### config.mk
export PLATFORM = sky130hd
export DESIGN_NAME = hpm_front
export DESIGN_NICKNAME = d
export VERILOG_FILES = /design/src/hdl/hpm_pkg.sv /design/src/hdl/hpm_front.sv
export SDC_FILE = /design/constraint.sdc
export NUM_CORES = 1
export LEC_CHECK = 0
export CAP_MARGIN = 20
export CORE_MARGIN = 1.5
export CORE_UTILIZATION = 30
export CTS_BUF_LIST = sky130_fd_sc_hd__clkbuf_4 sky130_fd_sc_hd__clkbuf_8
export DETAILED_ROUTE_END_ITERATION = 16
export DONT_BUFFER_PORTS = 1
export GPL_ROUTABILITY_DRIVEN = 0
export PLACE_DENSITY_LB_ADDON = 0.05
export SLEW_MARGIN = 40
export SYNTH_ARGS = -nofsm -noshare
export SYNTH_HDL_FRONTEND = slang
export SYNTH_SLANG_ARGS = --single-unit
### constraint.sdc
create_clock -name i_clk -period 11.25 [get_ports i_clk]
set_input_delay 0 -clock i_clk [delete_from_list [all_inputs] [get_ports i_clk]]
set_output_delay 0 -clock i_clk [all_outputs]
set_load 0.1 [all_outputs]
### src/hdl/hpm_pkg.sv
// Shared types, constants and the bit-count function of the Hamming pair matcher.
package hpm_pkg;

    localparam int KEY_MAX     = 128;
    localparam int WGT_W       = 8;
    localparam int QIDX_W      = 16;
    localparam int RIDX_W      = 6;
    localparam int THR_W       = 9;
    localparam int CFG_W       = 8;
    localparam int IN_TDATA_W  = 176;
    localparam int OUT_TDATA_W = 40;

    typedef enum logic [1:0] {
        REQ_THR   = 2'd0,
        REQ_STORE = 2'd1,
        REQ_QUERY = 2'd2,
        REQ_NONE  = 2'd3
    } t_req;

    typedef enum logic [1:0] {
        STAT_OK     = 2'd0,
        STAT_FULL   = 2'd1,
        STAT_WEIGHT = 2'd2
    } t_status;

    typedef enum logic {
        CFG_SAME_SET   = 1'b0,
        CFG_MAX_WEIGHT = 1'b1
    } t_cfg_idx;

    typedef enum logic [1:0] {
        BS_CLEAR,
        BS_IDLE,
        BS_WALK,
        BS_DRAIN
    } t_bstate;

    // Classified request handed from the front to the back
    typedef struct packed {
        t_req                     kind;
        t_status                  status;
        logic [KEY_MAX-1:0]       key;
        logic [WGT_W-1:0]         weight;
        logic [QIDX_W-1:0]        qidx;
        logic [WGT_W-1:0]         row;
        logic [WGT_W-1:0]         col;
        logic signed [THR_W-1:0]  tval;
    } t_cmd;

    typedef struct packed {
        logic                     pair_valid;
        logic [RIDX_W-1:0]        ref_index;
        logic [QIDX_W-1:0]        pair_query_index;
        logic [WGT_W-1:0]         distance;
        logic                     last;
        t_status                  status;
    } t_res;

    // Seven-level adder tree over the key bits
    function automatic logic [WGT_W-1:0] hpm_popcnt(input logic [KEY_MAX-1:0] v);
        logic [WGT_W-1:0] s [KEY_MAX];
        for (int i = 0; i < KEY_MAX; i++) begin
            s[i] = WGT_W'(v[i]);
        end
        for (int l = 0; l < 7; l++) begin
            for (int j = 0; j < (64 >> l); j++) begin
                s[j] = s[2*j] + s[2*j+1];
            end
        end
        return s[0];
    endfunction

endpackage

### src/hdl/hpm_front.sv
// Front end: takes request words, counts key weight and checks limits.
module hpm_front #(
    parameter int KEY_BITS = 128
) (
    input  logic                              i_clk,
    input  logic                              i_rst_n,
    input  logic                              i_valid,
    output logic                              o_ready,
    input  hpm_pkg::t_req                     i_req,
    input  logic [63:0]                       i_key_low,
    input  logic [63:0]                       i_key_high,
    input  logic [hpm_pkg::QIDX_W-1:0]        i_qidx,
    input  logic [hpm_pkg::WGT_W-1:0]         i_row,
    input  logic [hpm_pkg::WGT_W-1:0]         i_col,
    input  logic signed [hpm_pkg::THR_W-1:0]  i_tval,
    input  logic [hpm_pkg::WGT_W-1:0]         i_lim,
    input  logic                              i_enable,
    input  logic                              i_q_full,
    output logic                              o_push,
    output hpm_pkg::t_cmd                     o_cmd
);
    import hpm_pkg::*;

    localparam logic [KEY_MAX-1:0] KEY_MASK = (KEY_MAX'(1) << KEY_BITS) - KEY_MAX'(1);

    logic                     r_valid;
    t_req                     r_req;
    logic [KEY_MAX-1:0]       r_key;
    logic [QIDX_W-1:0]        r_qidx;
    logic [WGT_W-1:0]         r_row;
    logic [WGT_W-1:0]         r_col;
    logic signed [THR_W-1:0]  r_tval;
    logic                     w_accept;
    logic [WGT_W-1:0]         w_weight;

    assign o_ready  = i_enable && (!r_valid || !i_q_full);
    assign w_accept = i_valid && o_ready;
    assign o_push   = r_valid && !i_q_full;
    assign w_weight = hpm_popcnt(r_key);

    always_comb begin
        o_cmd        = '0;
        o_cmd.kind   = r_req;
        o_cmd.key    = r_key;
        o_cmd.weight = w_weight;
        o_cmd.qidx   = r_qidx;
        o_cmd.row    = r_row;
        o_cmd.col    = r_col;
        o_cmd.tval   = r_tval;
        o_cmd.status = STAT_OK;
        case (r_req)
            REQ_THR: begin
                if (r_row > i_lim || r_col > i_lim) begin
                    o_cmd.status = STAT_WEIGHT;
                end
            end
            REQ_STORE, REQ_QUERY: begin
                if (w_weight > i_lim) begin
                    o_cmd.status = STAT_WEIGHT;
                end
            end
            default: begin
                o_cmd.status = STAT_OK;
            end
        endcase
    end

    always_ff @(posedge i_clk) begin
        if (!i_rst_n) begin
            r_valid <= 1'b0;
        end else if (w_accept) begin
            r_valid <= 1'b1;
        end else if (o_push) begin
            r_valid <= 1'b0;
        end
    end

    always_ff @(posedge i_clk) begin
        if (w_accept) begin
            r_req  <= i_req;
            r_key  <= {i_key_high, i_key_low} & KEY_MASK;
            r_qidx <= i_qidx;
            r_row  <= i_row;
            r_col  <= i_col;
            r_tval <= i_tval;
        end
    end

endmodule

==> results.toml <==
[outcome]
status = "complete, no violations"

[clocking]
ctsHtreeMaxLevel = 4
path_clk_slew_ns = 0.10
numCtsBuffers = 17
cts_tree = "built"
clk_latency_ns = 0.48
clock_path_buffers = 2
clock-sinks = 172
root_buffer = "clkbuf_8"
post_cts_resize_count = 0

[setup_path]
cp_num_buf_inv = 10
rrSetupSlack_ns = 8.43
crit_path_start_kind = "flip-flop"
timing.rr.end = "r_key[37]"
cpPeakStageDelay_ns = 0.66
arrival_ns = 9.67
rr_worst_depth = 5
worstSetupPathType = "reg -> out"
crit_required_ns = 11.25
path_max_fanout = 2
cp_top_family = "adder cells"
r2r_start = "r_valid"
timing.critical_path.mode_cell = "fa_1"
slowest_stage = "clkinv_1"
end_kind = "output port"

[sta]
fin_crit_ns = 9.67
hold_viol = 0
finalMaxSlewViolations = 0
worst_slew_pin_slew_ns = 0.897
finalSetupTns_ns = 0
setup_viol = 0
fin_skew_ns = 0.0117
slew_headroom_pct = 40.3
rsz0062_at_grt = "false"
max_clock_freq_mhz = 103
fin_crit_sh_pct = 86.0

[synth]
synth.distinct_cells = 28
netlist_area_sq_um = 9170
async_flop_share_pct = 0
synthTopCellsByCount = "inv_1 (185), edfxtp_1 (171), fa_1 (115)"
synth_warnings = 0
synthCells = 585
ys_ff_latch = 172
yosysMostFrequentCell = "inv_1"
yosys-top-cells-area = "edfxtp_1 (56%), fa_1 (25%), inv_1 (7.6%), ha_1 (7.0%), a21oi_1 (0.60%)"
ys.flop_type = "edfxtp_1"
synth_edf_count = 171
synth_top_area_share_pct = 56.0
syn_avg_cell_area_sq_um = 15.7
synth_nets = 935
ys_seq_area_share_pct = 56.2
synth_top_cell_by_area = "edfxtp_1"

[detailed_routing]
drcViolationCount = 0
wirelength_um = 23900
drtIter0Drc = 142
vias = 5869
detail_route.wl_per_cell_um = 17.0
antenna_left = 0
routed_via_density = 4.17
first_pass_iters = 4

[final_layout]
fillers = 2408
drive_above_1_share_pct = 22.1
antenna_cells = 0
post-route-util_pct = 52.2
area_growth_pct = 70.2
nets = 1355

[min_path]
holdCritStartpoint = "i_q_full"
worstHoldPathCells = 1
hold_path.class = "in -> out"
hold_end = "o_push"

[grt]
grt_overflow_total = 0
track_usage_pct = 15.6
grt_max_degree = 102
antenna_found_initial = 0
grt_pass1_wl_um = 36900
grt_pass1_vias = 6931

[floorplan]
start_util_pct = 30.7
die_x_um = 178
dieArea_sq_um = 31600
rows = 63
die_h_um = 178
io_pins = 367
core-area_sq_um = 29900

[run]
cap_violations = 0

[placement]
io_buffers = 0
place_hpwl_um = 18600
## layer usage
metal  part of all wire, %  GRT usage, %  vias to the layer above
met2                    53          27.4                      241
met3                   8.3          6.19                       22
li1                      -             -                     2707
met4                   1.7          4.97                        0
met5                     0             0                        -
met1                    37          17.4                     2899
## worst max-delay path by stage
stage                     startpoint         end  slack (ns)  depth (start not counted)
final                      r_key[35]  o_cmd[178]        1.58                         29
after global routing       r_key[35]  o_cmd[178]        1.07                         29
after CTS                  r_key[35]  o_cmd[178]        1.44                         32
after detailed placement   r_key[35]  o_cmd[178]        2.05                         32
after global placement      r_key[0]  o_cmd[178]        1.78                         29
after floorplan            r_key[35]  o_cmd[178]        0.82                         27
## registers in the layout, summed over array words and instances (netlist names)
signal / cells
r_valid: 1
r_row: 8
r_col: 8
r_key: 128
r_req: 2
r_qidx: 16
r_tval: 9
## layout make-up
cell class | count | area (sq um) | share of cell area [%]
Clock inverter | 15 | 155 | 0.994
Tap cell | 390 | 488 | 3.13
Clock buffer | 17 | 234 | 1.50
Multi-Input combinational cell | 227 | 3360 | 21.5
Inverter | 185 | 702 | 4.50
Timing Repair Buffer | 402 | 5510 | 35.3
Sequential cell | 172 | 5150 | 33.0
## cells in the final DEF, fill, tap and decap left out, types with 2 or more instances in the layout
| cell | n |
|---|---|
| inv_8 | 5 |
| nand2_1 | 5 |
| dlygate4sd3_1 | 173 |
| o21a_1 | 3 |
| a21oi_2 | 3 |
| buf_8 | 60 |
| nor2_1 | 4 |
| edfxtp_1 | 171 |
| inv_6 | 5 |
| inv_1 | 183 |
| clkbuf_16 | 8 |
| a21o_1 | 3 |
| xnor2_2 | 4 |
| buf_4 | 23 |
| clkinv_1 | 3 |
| o22ai_1 | 2 |
| o21ai_0 | 2 |
| a21oi_1 | 10 |
| ha_1 | 50 |
| o211ai_1 | 3 |
| buf_1 | 47 |
| buf_16 | 83 |
| nand4_1 | 6 |
| clkbuf_8 | 17 |
| fa_1 | 115 |
| nor2b_1 | 5 |
| buf_2 | 7 |
## logic make-up after synthesis
family / Yosys count / share of synthesized area [%]
xor+xnor: 4 / 0.382
buf+inv: 186 / 7.65
fa+ha+maj: 166 / 32.1
flops: 172 / 56.2
simple gates: 25 / 1.49
compound gates: 31 / 2.18
other cells: 1 / 0.0409
## per-stage QoR
| stage | setup slack [ns] | hold WS (ns) | cells | area (sq um) |
|---|---|---|---|---|
| global placement | 1.78 | 0.0989 | 998 | 9870 |
| finish | 1.58 | 0.103 | 1408 | 15600 |
| floorplan | 0.818 | 0.0989 | 585 | 9170 |
| detailed placement | 2.05 | 0.0989 | 1194 | 13300 |
| global route | 1.07 | 0.0648 | 1408 | 15600 |
| CTS | 1.44 | 0.0530 | 1399 | 15400 |
## what timing repair did
item / CTS / global route
hold buffers: 173 / 0
setup buffers: 0 / 0
endpoints found under the setup margin: 0 / 0
hold endpoints to repair: 172 / 0
Power is not shown: default switching activity piles up to over one toggle a cycle in this logic, so the estimate is an artifact.
