[src/hdl/hpm_fifo.sv]
// Small synchronous FIFO used for the request queue and the result queue.
module hpm_fifo #(
    parameter int WIDTH = 8,
    parameter int DEPTH = 4
) (
    input  logic                         i_clk,
    input  logic                         i_rst_n,
    input  logic                         i_push,
    input  logic [WIDTH-1:0]             i_data,
    input  logic                         i_pop,
    output logic [WIDTH-1:0]             o_data,
    output logic                         o_empty,
    output logic                         o_full,
    output logic [$clog2(DEPTH+1)-1:0]   o_count
);
    localparam int PW = (DEPTH > 1) ? $clog2(DEPTH) : 1;
    localparam int CW = $clog2(DEPTH+1);

    logic [WIDTH-1:0] r_mem [DEPTH];
    logic [PW-1:0]    r_wr_ptr, n_wr_ptr;
    logic [PW-1:0]    r_rd_ptr, n_rd_ptr;
    logic [CW-1:0]    r_count, n_count;
    logic             w_push, w_pop;

    assign w_push  = i_push && (r_count != CW'(DEPTH));
    assign w_pop   = i_pop && (r_count != '0);
    assign o_data  = r_mem[r_rd_ptr];
    assign o_empty = (r_count == '0);
    assign o_full  = (r_count == CW'(DEPTH));
    assign o_count = r_count;

    always_comb begin
        n_wr_ptr = r_wr_ptr;
        n_rd_ptr = r_rd_ptr;
        n_count  = r_count;
        if (w_push) begin
            n_wr_ptr = (r_wr_ptr == PW'(DEPTH-1)) ? '0 : r_wr_ptr + 1'b1;
        end
        if (w_pop) begin
            n_rd_ptr = (r_rd_ptr == PW'(DEPTH-1)) ? '0 : r_rd_ptr + 1'b1;
        end
        if (w_push && !w_pop) begin
            n_count = r_count + 1'b1;
        end else if (w_pop && !w_push) begin
            n_count = r_count - 1'b1;
        end
    end

    always_ff @(posedge i_clk) begin
        if (!i_rst_n) begin
            r_wr_ptr <= '0;
            r_rd_ptr <= '0;
            r_count  <= '0;
        end else begin
            r_wr_ptr <= n_wr_ptr;
            r_rd_ptr <= n_rd_ptr;
            r_count  <= n_count;
        end
    end

    always_ff @(posedge i_clk) begin
        if (w_push) begin
            r_mem[r_wr_ptr] <= i_data;
        end
    end

endmodule

[config.mk]
export PLATFORM = sky130hd
export DESIGN_NAME = hpm_fifo
export DESIGN_NICKNAME = d
export VERILOG_FILES = /design/src/hdl/hpm_fifo.sv
export SDC_FILE = /design/constraint.sdc
export NUM_CORES = 1
export LEC_CHECK = 0
export ABC_AREA = 1
export BUFFER_PORTS_ARGS = -buffer_cell sky130_fd_sc_hd__buf_2
export CAP_MARGIN = 30
export CORE_UTILIZATION = 52
export CTS_BUF_LIST = sky130_fd_sc_hd__clkbuf_4
export CTS_CLUSTER_DIAMETER = 60
export DETAILED_ROUTE_END_ITERATION = 7
export PLACE_DENSITY = 0.77
export SLEW_MARGIN = 20
export SYNTH_ARGS = -nofsm -noshare
export SYNTH_HDL_FRONTEND = slang
export SYNTH_SLANG_ARGS = --single-unit
export TNS_END_PERCENT = 5
[constraint.sdc]
create_clock -name i_clk -period 1.6 [get_ports i_clk]
set_input_delay 0.32 -clock i_clk [delete_from_list [all_inputs] [get_ports i_clk]]
set_output_delay 0.32 -clock i_clk [all_outputs]
set_load 0.03 [all_outputs]
==> flow_summary.ini, run 1 <==
[synth]
synth-seq-cells = 41
syn_area_per_cell_um2 = 11.4
ys_seq_area_frac = 0.674
synth_top_area_frac = 0.568
post-synth-top-area-cell = edfxtp_1
synth_area_leaders = edfxtp_1 57%, dfxtp_1 11%, nor2_1 7.3%, ha_1 4.4%, o21ai_0 4.1%
synthDistinctLibCells = 18
syn-num-nets = 167
syn_inst = 148
netlist_area_um2 = 1690
yosys_warnings = 0

[final_layout]
instances_no_fill = 239
final_core_util = 0.715
area_growth_syn_to_layout_pct = 30.0
diodes = 0
finalInstanceArea_um2 = 2200
nNetsFinal = 213
drive_above_1_share = 0.410

[critical_path]
r2r_end = o_count[2]
required_ps = 1880
cp-endpoint = o_count[2]
reg2reg_depth = 11
worstSetupPathType = flop to flop
cp-start-kind = flop
endpoint_kind = flop
regToRegSetupSlack_ps = -100
cp-startpoint = o_count[1]
crit_path_max_fanout = 2
worstReg2RegStart = o_count[1]
critPathArrivalTime_ps = 1990

[drt]
wl_per_cell_um = 14.9
first_pass_iters = 4
vias = 1234
first_iter_violations = 65
drc = 0
wl_um = 3560
ant_nets = 0
via_per_inst = 5.16

[grt]
grt_max_degree = 17
grt_pass1_vias = 1158
antenna_found_initial = 0
grt_usage = 0.214
grt.overflow.total = 0
grt_pass1_wl_um = 5140

[power]
p_clk_frac = 0.118
power.internal_mw = 2.32
p_seq_frac = 0.377
p_leak_nw = 0.904
ir_drop_mv = 1.49
netSwitchingPower_mw = 1.63
combPwrFrac = 0.505
p_total_mw = 3.95
power.density_nw_per_um2 = 1800
switching_share = 0.413

[floorplanning]
initial_core_util = 0.550
die_y_um = 59.1
die_x_um = 59.1
rows = 20
dieArea_um2 = 3490
fp.coreArea_um2 = 3080
io_pins = 25

[min_path]
hp-class = primary input to flop

[sta]
final.min_clock_period_ps = 1700
hold_viol = 0
relSlewSlack = 0.814
slew_viol_final = 0
fin_crit_sh = 1.06
finalClockSkew_ps = 7.57
worstMarginPinSlew_ps = 277
finalSetupViolCount = 9
max_freq_mhz = 587
rsz0062_at_grt = yes
fin_ws_ps = -103

[placement]
hpwlAfterDp_um = 2200
gp_congestion = 0.749
port-buffer-count = 24
dpl-instance-area_um2 = 1960
placed_cells_incl_taps = 224

[outcome]
violations = setup timing
status = complete, but fails checks

[clock_tree]
htree_levels = 2
hold_buffers = 0
cts_tree = yes
numClockSinks = 41
clk_latency_ps = 340
cts_made_buffers = 5
cts_root_buffer = clkbuf_4
cts.reportedPaths.clkPinSlew_ps = 110
max-clock-path-buffers = 2

[job]
maxCapViolCount = 0
## cells in the mapped netlist, drive strengths merged
cell	n
nand3b	1
dfxtp	9
nand2	15
nor2	33
inv	19
nand3	1
edfxtp	32
nand4	1
a21oi	2
fa	1
o22ai	8
ha	6
buf	2
o21ai	18
## per-layer routing
| metal | part of all wire | vias up | GRT usage |
|---|---|---|---|
| met5 | 0 | - | 0 |
| met4 | 0.011 | 0 | 0.0748 |
| met3 | 0.061 | 4 | 0.0764 |
| met2 | 0.55 | 52 | 0.386 |
| met1 | 0.38 | 586 | 0.231 |
| li1 | - | 592 | - |
## layout make-up
cell class | count | area [um^2]
clock buffers | 5 | 37.5
clock inverters | 3 | 12.5
fillers | 211 | 877
inverters | 19 | 83.8
multi-input cells | 86 | 562
flip-flops and latches | 41 | 1160
well taps | 44 | 55.1
repair buffers | 41 | 293
## placed cells by master (no fill, tap or decap)
cell,n
clkinv_2,1
fa_2,1
nand2_4,2
buf_4,20
dfxtp_2,1
nand3b_1,1
edfxtp_1,32
clkinv_1,2
a21oi_1,2
buf_6,6
ha_4,1
inv_2,3
ha_1,5
inv_4,2
nand3_2,1
inv_1,13
o22ai_1,6
o21ai_0,5
dfxtp_1,4
clkbuf_4,5
o22ai_2,2
dfxtp_4,4
o21ai_1,3
o21ai_2,8
o21ai_4,2
nand4_1,1
nor2_1,32
inv_8,1
nand2_1,9
nor2_4,1
buf_2,15
nand2_2,4
## sequential cells by signal, summed over array words and instances, names as in the netlist, named ones only
signal and flops:
r_wr_ptr 2, r_rd_ptr 2, r_mem 32, o_count 3
## power by group through the flow
stage | logic (mW) | clock network [mW] | registers, mW
floorplan | 0.993 | 0 | 1.55
global placement | 1.45 | 0 | 1.47
detailed placement | 1.53 | 0 | 1.48
CTS | 1.66 | 0.486 | 1.48
global route | 2.15 | 0.517 | 1.51
finish | 2.00 | 0.467 | 1.49
## worst max-delay path, cell delays in order (launching register included)
cell and delay [ps]:
dfxtp_4 370, nor2_4 140, nand2_2 90, nand2_2 100
ha_4 170, inv_4 40, fa_2 350, inv_2 70
nand2_2 70, nand4_1 90, nand2_1 60, nor2_1 90
## repair_timing
item / CTS / global route
buffers inserted: 1 / 5
resized for setup: 24 / 29
endpoints found under the setup margin: 10 / 10
cloned: 1 / 0
pin swaps: 5 / 16
## through the flow
stage / setup slack (ps) / TNS, ps / hold WS (ps)
6_report: -103 / -414 / 184
3_5_place_dp: -22.6 / -22.6 / 538
2_1_floorplan: -24.4 / -24.4 / 419
5_1_grt: -171 / -1000 / 160
3_3_place_gp: 54.2 / 0 / 510
4_1_cts: -69.7 / -485 / 156
## cells by family (layout without fill, tap and decap cells)
kind of cell / Yosys count / after routing / synth area share
buf+inv: 21 / 68 / 0.0554
simple gates: 51 / 51 / 0.119
flops: 41 / 41 / 0.674
fa+ha+maj: 7 / 7 / 0.0562
compound gates: 28 / 28 / 0.0953
## how the worst min path moves through the flow
stage,start,end,cells past startpoint
final,i_data[4],r_mem[0][4],1
after global routing,i_data[4],r_mem[1][4],1
after CTS,i_data[3],r_mem[1][3],1
after detailed placement,i_data[3],r_mem[1][3],1
after global placement,r_rd_ptr[1],r_rd_ptr[1],4
after floorplan,i_data[0],r_mem[0][0],0
Note: power is estimated with default switching activity, not from simulation.
==> run 2, diff against run 1 <==
clock period = 1.4 ns   (was 1.6 ns; I/O delays follow)
==> run 2 against run 1 <==
The flow still finishes with violations (setup timing). Largest power group unchanged. Sequential power up 13%. Critical path depth increased by 1. Die area stayed put. Clock-buffer cell count up 1. Sequential share of layout area decreased by 0.33 points. Via count did not move. Flip-flop and latch count is the same. Register-to-register slack worse by 230 ps. Final area grew 0.63%. Fmax is 1.8% lower. Global-route usage up 1.7 points. First-iteration DRC count decreased by 20%.
==> flow_summary.ini, run 2 (same netlist as run 1, synthesis figures left out) <==
[outcome]
status = complete, but fails checks
violations = setup timing

[placement]
placed_cells_incl_taps = 229
gp_congestion = 0.771
hpwlAfterDp_um = 2250
pre_cts_ws_ps = -212
dpl-instance-area_um2 = 2000
port-buffer-count = 24

[sta]
relSlewSlack = 0.863
max_freq_mhz = 576
fin_crit_sh = 1.24
fin_ws_ps = -335
hold_viol = 0
worstMarginPinSlew_ps = 205
finalClockSkew_ps = 14.7
rsz0062_at_grt = yes
final.min_clock_period_ps = 1740
finalSetupViolCount = 12
fin_setup_tns_ps = -2320
slew_viol_final = 0
fin_hold_ws_ps = 136

[clock_tree]
max-clock-path-buffers = 2
cts_tree = yes
cts_root_buffer = clkbuf_4
clk_latency_ps = 340
htree_levels = 2
cts_made_buffers = 5
cts.reportedPaths.clkPinSlew_ps = 120
numClockSinks = 41

[power]
power.density_nw_per_um2 = 2130
p_leak_nw = 0.919
ir_drop_mv = 1.50
p_total_mw = 4.71

[drt]
first_pass_iters = 4
via_per_inst = 5.10
first_iter_violations = 52
wl_um = 3440
vias = 1234
wl_per_cell_um = 14.2
ant_nets = 0
drc = 0

[critical_path]
path_buf_inv = 3
crit_family = adder cells
max_stage_delay_ps = 410
cp-start-kind = flop
endpoint_kind = flop
critPathArrivalTime_ps = 1980
worstPathCellList = nor2_4, nand2_2, nand2_4, ha_4, inv_4, fa_2, inv_2, nand2_2, nand3_2, nand2_1, inv_1, nor2_1
worstSetupPathType = flop to flop
crit_path_max_fanout = 3
required_ps = 1640
cp_slowest_cell = fa_2
path_common_cell = nand2_2

[floorplanning]
io_pins = 25
die_y_um = 59.1
fp.coreArea_um2 = 3080
die_x_um = 59.1
dieArea_um2 = 3490
initial_core_util = 0.550
rows = 20

[min_path]
hp-class = primary input to flop

[final_layout]
final_core_util = 0.720
layout_common_cells = 32 x edfxtp_1, 31 x nor2_1, 23 x buf_4
mostFrequentLayoutCell = edfxtp_1
area_growth_syn_to_layout_pct = 30.8
nNetsFinal = 216
top_register = r_mem
largest_reg_flops = 32
diodes = 0
finalInstanceArea_um2 = 2210
drive_above_1_share = 0.399
instances_no_fill = 242

[grt]
grt_usage = 0.231
grt_pass1_wl_um = 5610
grt.overflow.total = 0
grt_pass1_vias = 1265
antenna_found_initial = 0
grt_max_degree = 17

[job]
maxCapViolCount = 0
run 2: changes by cell type in the layout (fill, tap and decap cells not counted), sizes merged:
cell,delta
buf,+3
clkinv,-2
bufinv,+1
clkbuf,+1
run 2: worst paths after layout:
check                           startpoint     endpoint  slack, ps  cells after the start
worst max-delay path            o_count[1]   o_count[2]       -340                     12
worst min-delay path             i_data[4]  r_mem[3][4]        140                      1
worst max register to register  o_count[1]   o_count[2]       -340                     12
worst min register to register  o_count[1]   o_count[1]        550                      2
run 2: repair_timing:
item	CTS	global route
resized for setup	33	7
endpoints found under the hold margin	0	0
hold buffers	0	0
pin swaps	5	8
setup buffers	2	3
setup endpoints to repair	12	12
run 2: area by class of cell:
cell class	count	area (um^2)
clock inverter	2	33.8
sequential	41	1160
tap	44	55.1
inverter	19	81.3
clock buffer	6	45.0
fill	216	863
multi-input combinational	86	520
timing repair buffer	44	322
run 2: where the power goes:
part / internal [mW] / total, mW / switching (mW)
clock network: 0.391 / 0.747 / 0.356
registers: 1.54 / 1.68 / 0.138
logic: 0.952 / 2.28 / 1.33
run 2: routing by layer:
metal / track usage / vias to the layer above / wire length, um
li1: - / 605 / -
met1: 0.259 / 572 / 1390
met2: 0.414 / 46 / 1790
met3: 0.0415 / 11 / 168
met4: 0.129 / 0 / 89
met5: 0 / - / 0
==> run 3, diff against run 2 <==
CELL_PAD_IN_SITES_DETAIL_PLACEMENT = 2   (was default)
CELL_PAD_IN_SITES_GLOBAL_PLACEMENT = 2   (was default)
CORE_UTILIZATION = 34   (was 52)
GPL_TIMING_DRIVEN = 0   (was default)
PLACE_DENSITY = 0.76   (was 0.77)
==> run 3 against run 2 <==
Fmax grew 1.8%. The run still ends with setup timing left. Utilization shrank 24 points. Global-route usage shrank 2.6 points. Flip-flop and latch count is the same. Non-clock buffer count is the same. Register-to-register slack gained 30 ps. First-iteration DRC count shrank 1.9%. Via count grew 3.6%. Final area grew 2.5%. Sequential share of layout area shrank 1.3 points. Wire length grew 39%. Largest cell class unchanged. Clock-buffer cell count shrank 1.
==> flow_summary.ini, run 3 (same netlist as run 1, synthesis figures left out) <==
[outcome]
status = complete, but fails checks
violations = setup timing

[grt]
antenna_found_initial = 0
grt_max_degree = 13
grt_pass1_wl_um = 7650
grt_pass1_vias = 1480
grt_usage = 0.205
grt.overflow.total = 0

[sta]
fin_crit_sh = 1.22
fin_hold_ws_ps = 144
worstMarginPinSlew_ps = 531
final.min_clock_period_ps = 1700
max_freq_mhz = 587
fin_ws_ps = -305
fin_setup_tns_ps = -4080
finalClockSkew_ps = 11.1
rsz0062_at_grt = yes
hold_viol = 0
slew_viol_final = 0
finalSetupViolCount = 36
relSlewSlack = 0.645

[final_layout]
top_register = r_mem
drive_above_1_share = 0.424
mostFrequentLayoutCell = edfxtp_1
fillerInstances = 509
nNetsFinal = 216
finalInstanceArea_um2 = 2270
final_core_util = 0.478
layout_common_cells = 32 x edfxtp_1, 27 x nor2_1, 25 x buf_4
largest_reg_flops = 32
diodes = 0
instances_no_fill = 265
area_growth_syn_to_layout_pct = 34.1

[power]
switching_share = 0.426
ir_drop_mv = 0.696
p_total_mw = 4.78
p_leak_nw = 0.919
p_seq_frac = 0.357
combPwrFrac = 0.523
power.internal_mw = 2.75
p_clk_frac = 0.120
power.density_nw_per_um2 = 2110
netSwitchingPower_mw = 2.04

[floorplanning]
die_x_um = 72.6
fp.coreArea_um2 = 4750
io_pins = 25
initial_core_util = 0.356
rows = 25
die_y_um = 72.6
dieArea_um2 = 5260

[clock_tree]
numClockSinks = 41
hold_buffers = 0
cts_tree = yes
max-clock-path-buffers = 2
cts_root_buffer = clkbuf_4
cts.reportedPaths.clkPinSlew_ps = 120
htree_levels = 2
clk_latency_ps = 350
cts_made_buffers = 5

[drt]
wl_um = 4780
first_pass_iters = 4
vias = 1279
ant_nets = 0
wl_per_cell_um = 18.0
via_per_inst = 4.83
first_iter_violations = 51
drc = 0

[critical_path]
cp-start-kind = flop
critPathArrivalTime_ps = 2000
crit_path_max_fanout = 4
endpoint_kind = flop
worstSetupPathType = flop to flop
required_ps = 1700

[placement]
pre_cts_ws_ps = -355
port-buffer-count = 24
dpl-instance-area_um2 = 1940
hpwlAfterDp_um = 3100
gp_congestion = 0.834
placed_cells_incl_taps = 239

[job]
maxCapViolCount = 0

[min_path]
hp-class = primary input to flop
run 3: cell count changes in the layout (fill, tap and decap cells not counted), moves of 2 or more:
| cell | delta |
|---|---|
| buf_4 | +2 |
| o21ai_2 | +2 |
| buf_6 | -5 |
| buf_8 | +2 |
| o21ai_0 | -5 |
| nor2_2 | +3 |
| nor2_1 | -4 |
| o21ai_1 | +3 |
run 3: routing by layer:
layer  GRT usage  wire length (um)  up-vias
met4      0.0675                85        0
met5           0                 0        -
li1            -                 -      607
met1       0.213              1840      643
met2       0.403              2690       22
met3      0.0431               157        7
run 3: worst paths after layout:
check	from	slack [ps]	to	depth (start not counted)
max reg2reg	o_count[0]	-300	o_count[2]	11
max	o_count[0]	-300	o_count[2]	11
min reg2reg	o_count[0]	550	o_count[0]	2
min	i_data[7]	140	r_mem[3][7]	1
run 3: repair_timing:
| action | 4_1_cts | 5_1_grt |
|---|---|---|
| gates cloned | 1 | 0 |
| endpoints found under the hold margin | 0 | 0 |
| buffers inserted | 14 | 3 |
| resized for setup | 42 | 10 |
| setup endpoints to repair | 45 | 37 |
| pin swaps | 14 | 11 |
run 3: cell type report:
class                           instances  area [um^2]  area share
Sequential cell                        41         1160       0.510
Tap cell                               67         83.8      0.0369
Clock inverter                          3         12.5     0.00551
Inverter                               19         85.1      0.0375
Clock buffer                            5         37.5      0.0165
Timing Repair Buffer                   42          308       0.136
Buffer                                  2         30.0      0.0132
Multi-Input combinational cell         86          557       0.245
run 3: critical path, cell delays in order (launching register included):
cell,delay (ps)
dfxtp_4,390
nor2_4,150
nand2_2,100
nand2_4,80
ha_4,140
inv_4,40
fa_2,370
inv_2,70
nand2_2,60
nand4_1,80
nand2_1,60
nor2_1,100
run 3: power by group through the flow:
stage / registers (mW) / logic, mW / clock network (mW)
3_3_place_gp: 1.72 / 1.61 / 0
2_1_floorplan: 1.77 / 1.13 / 0
6_report: 1.71 / 2.50 / 0.574
4_1_cts: 1.70 / 2.36 / 0.572
5_1_grt: 1.73 / 2.68 / 0.645
3_5_place_dp: 1.74 / 1.77 / 0
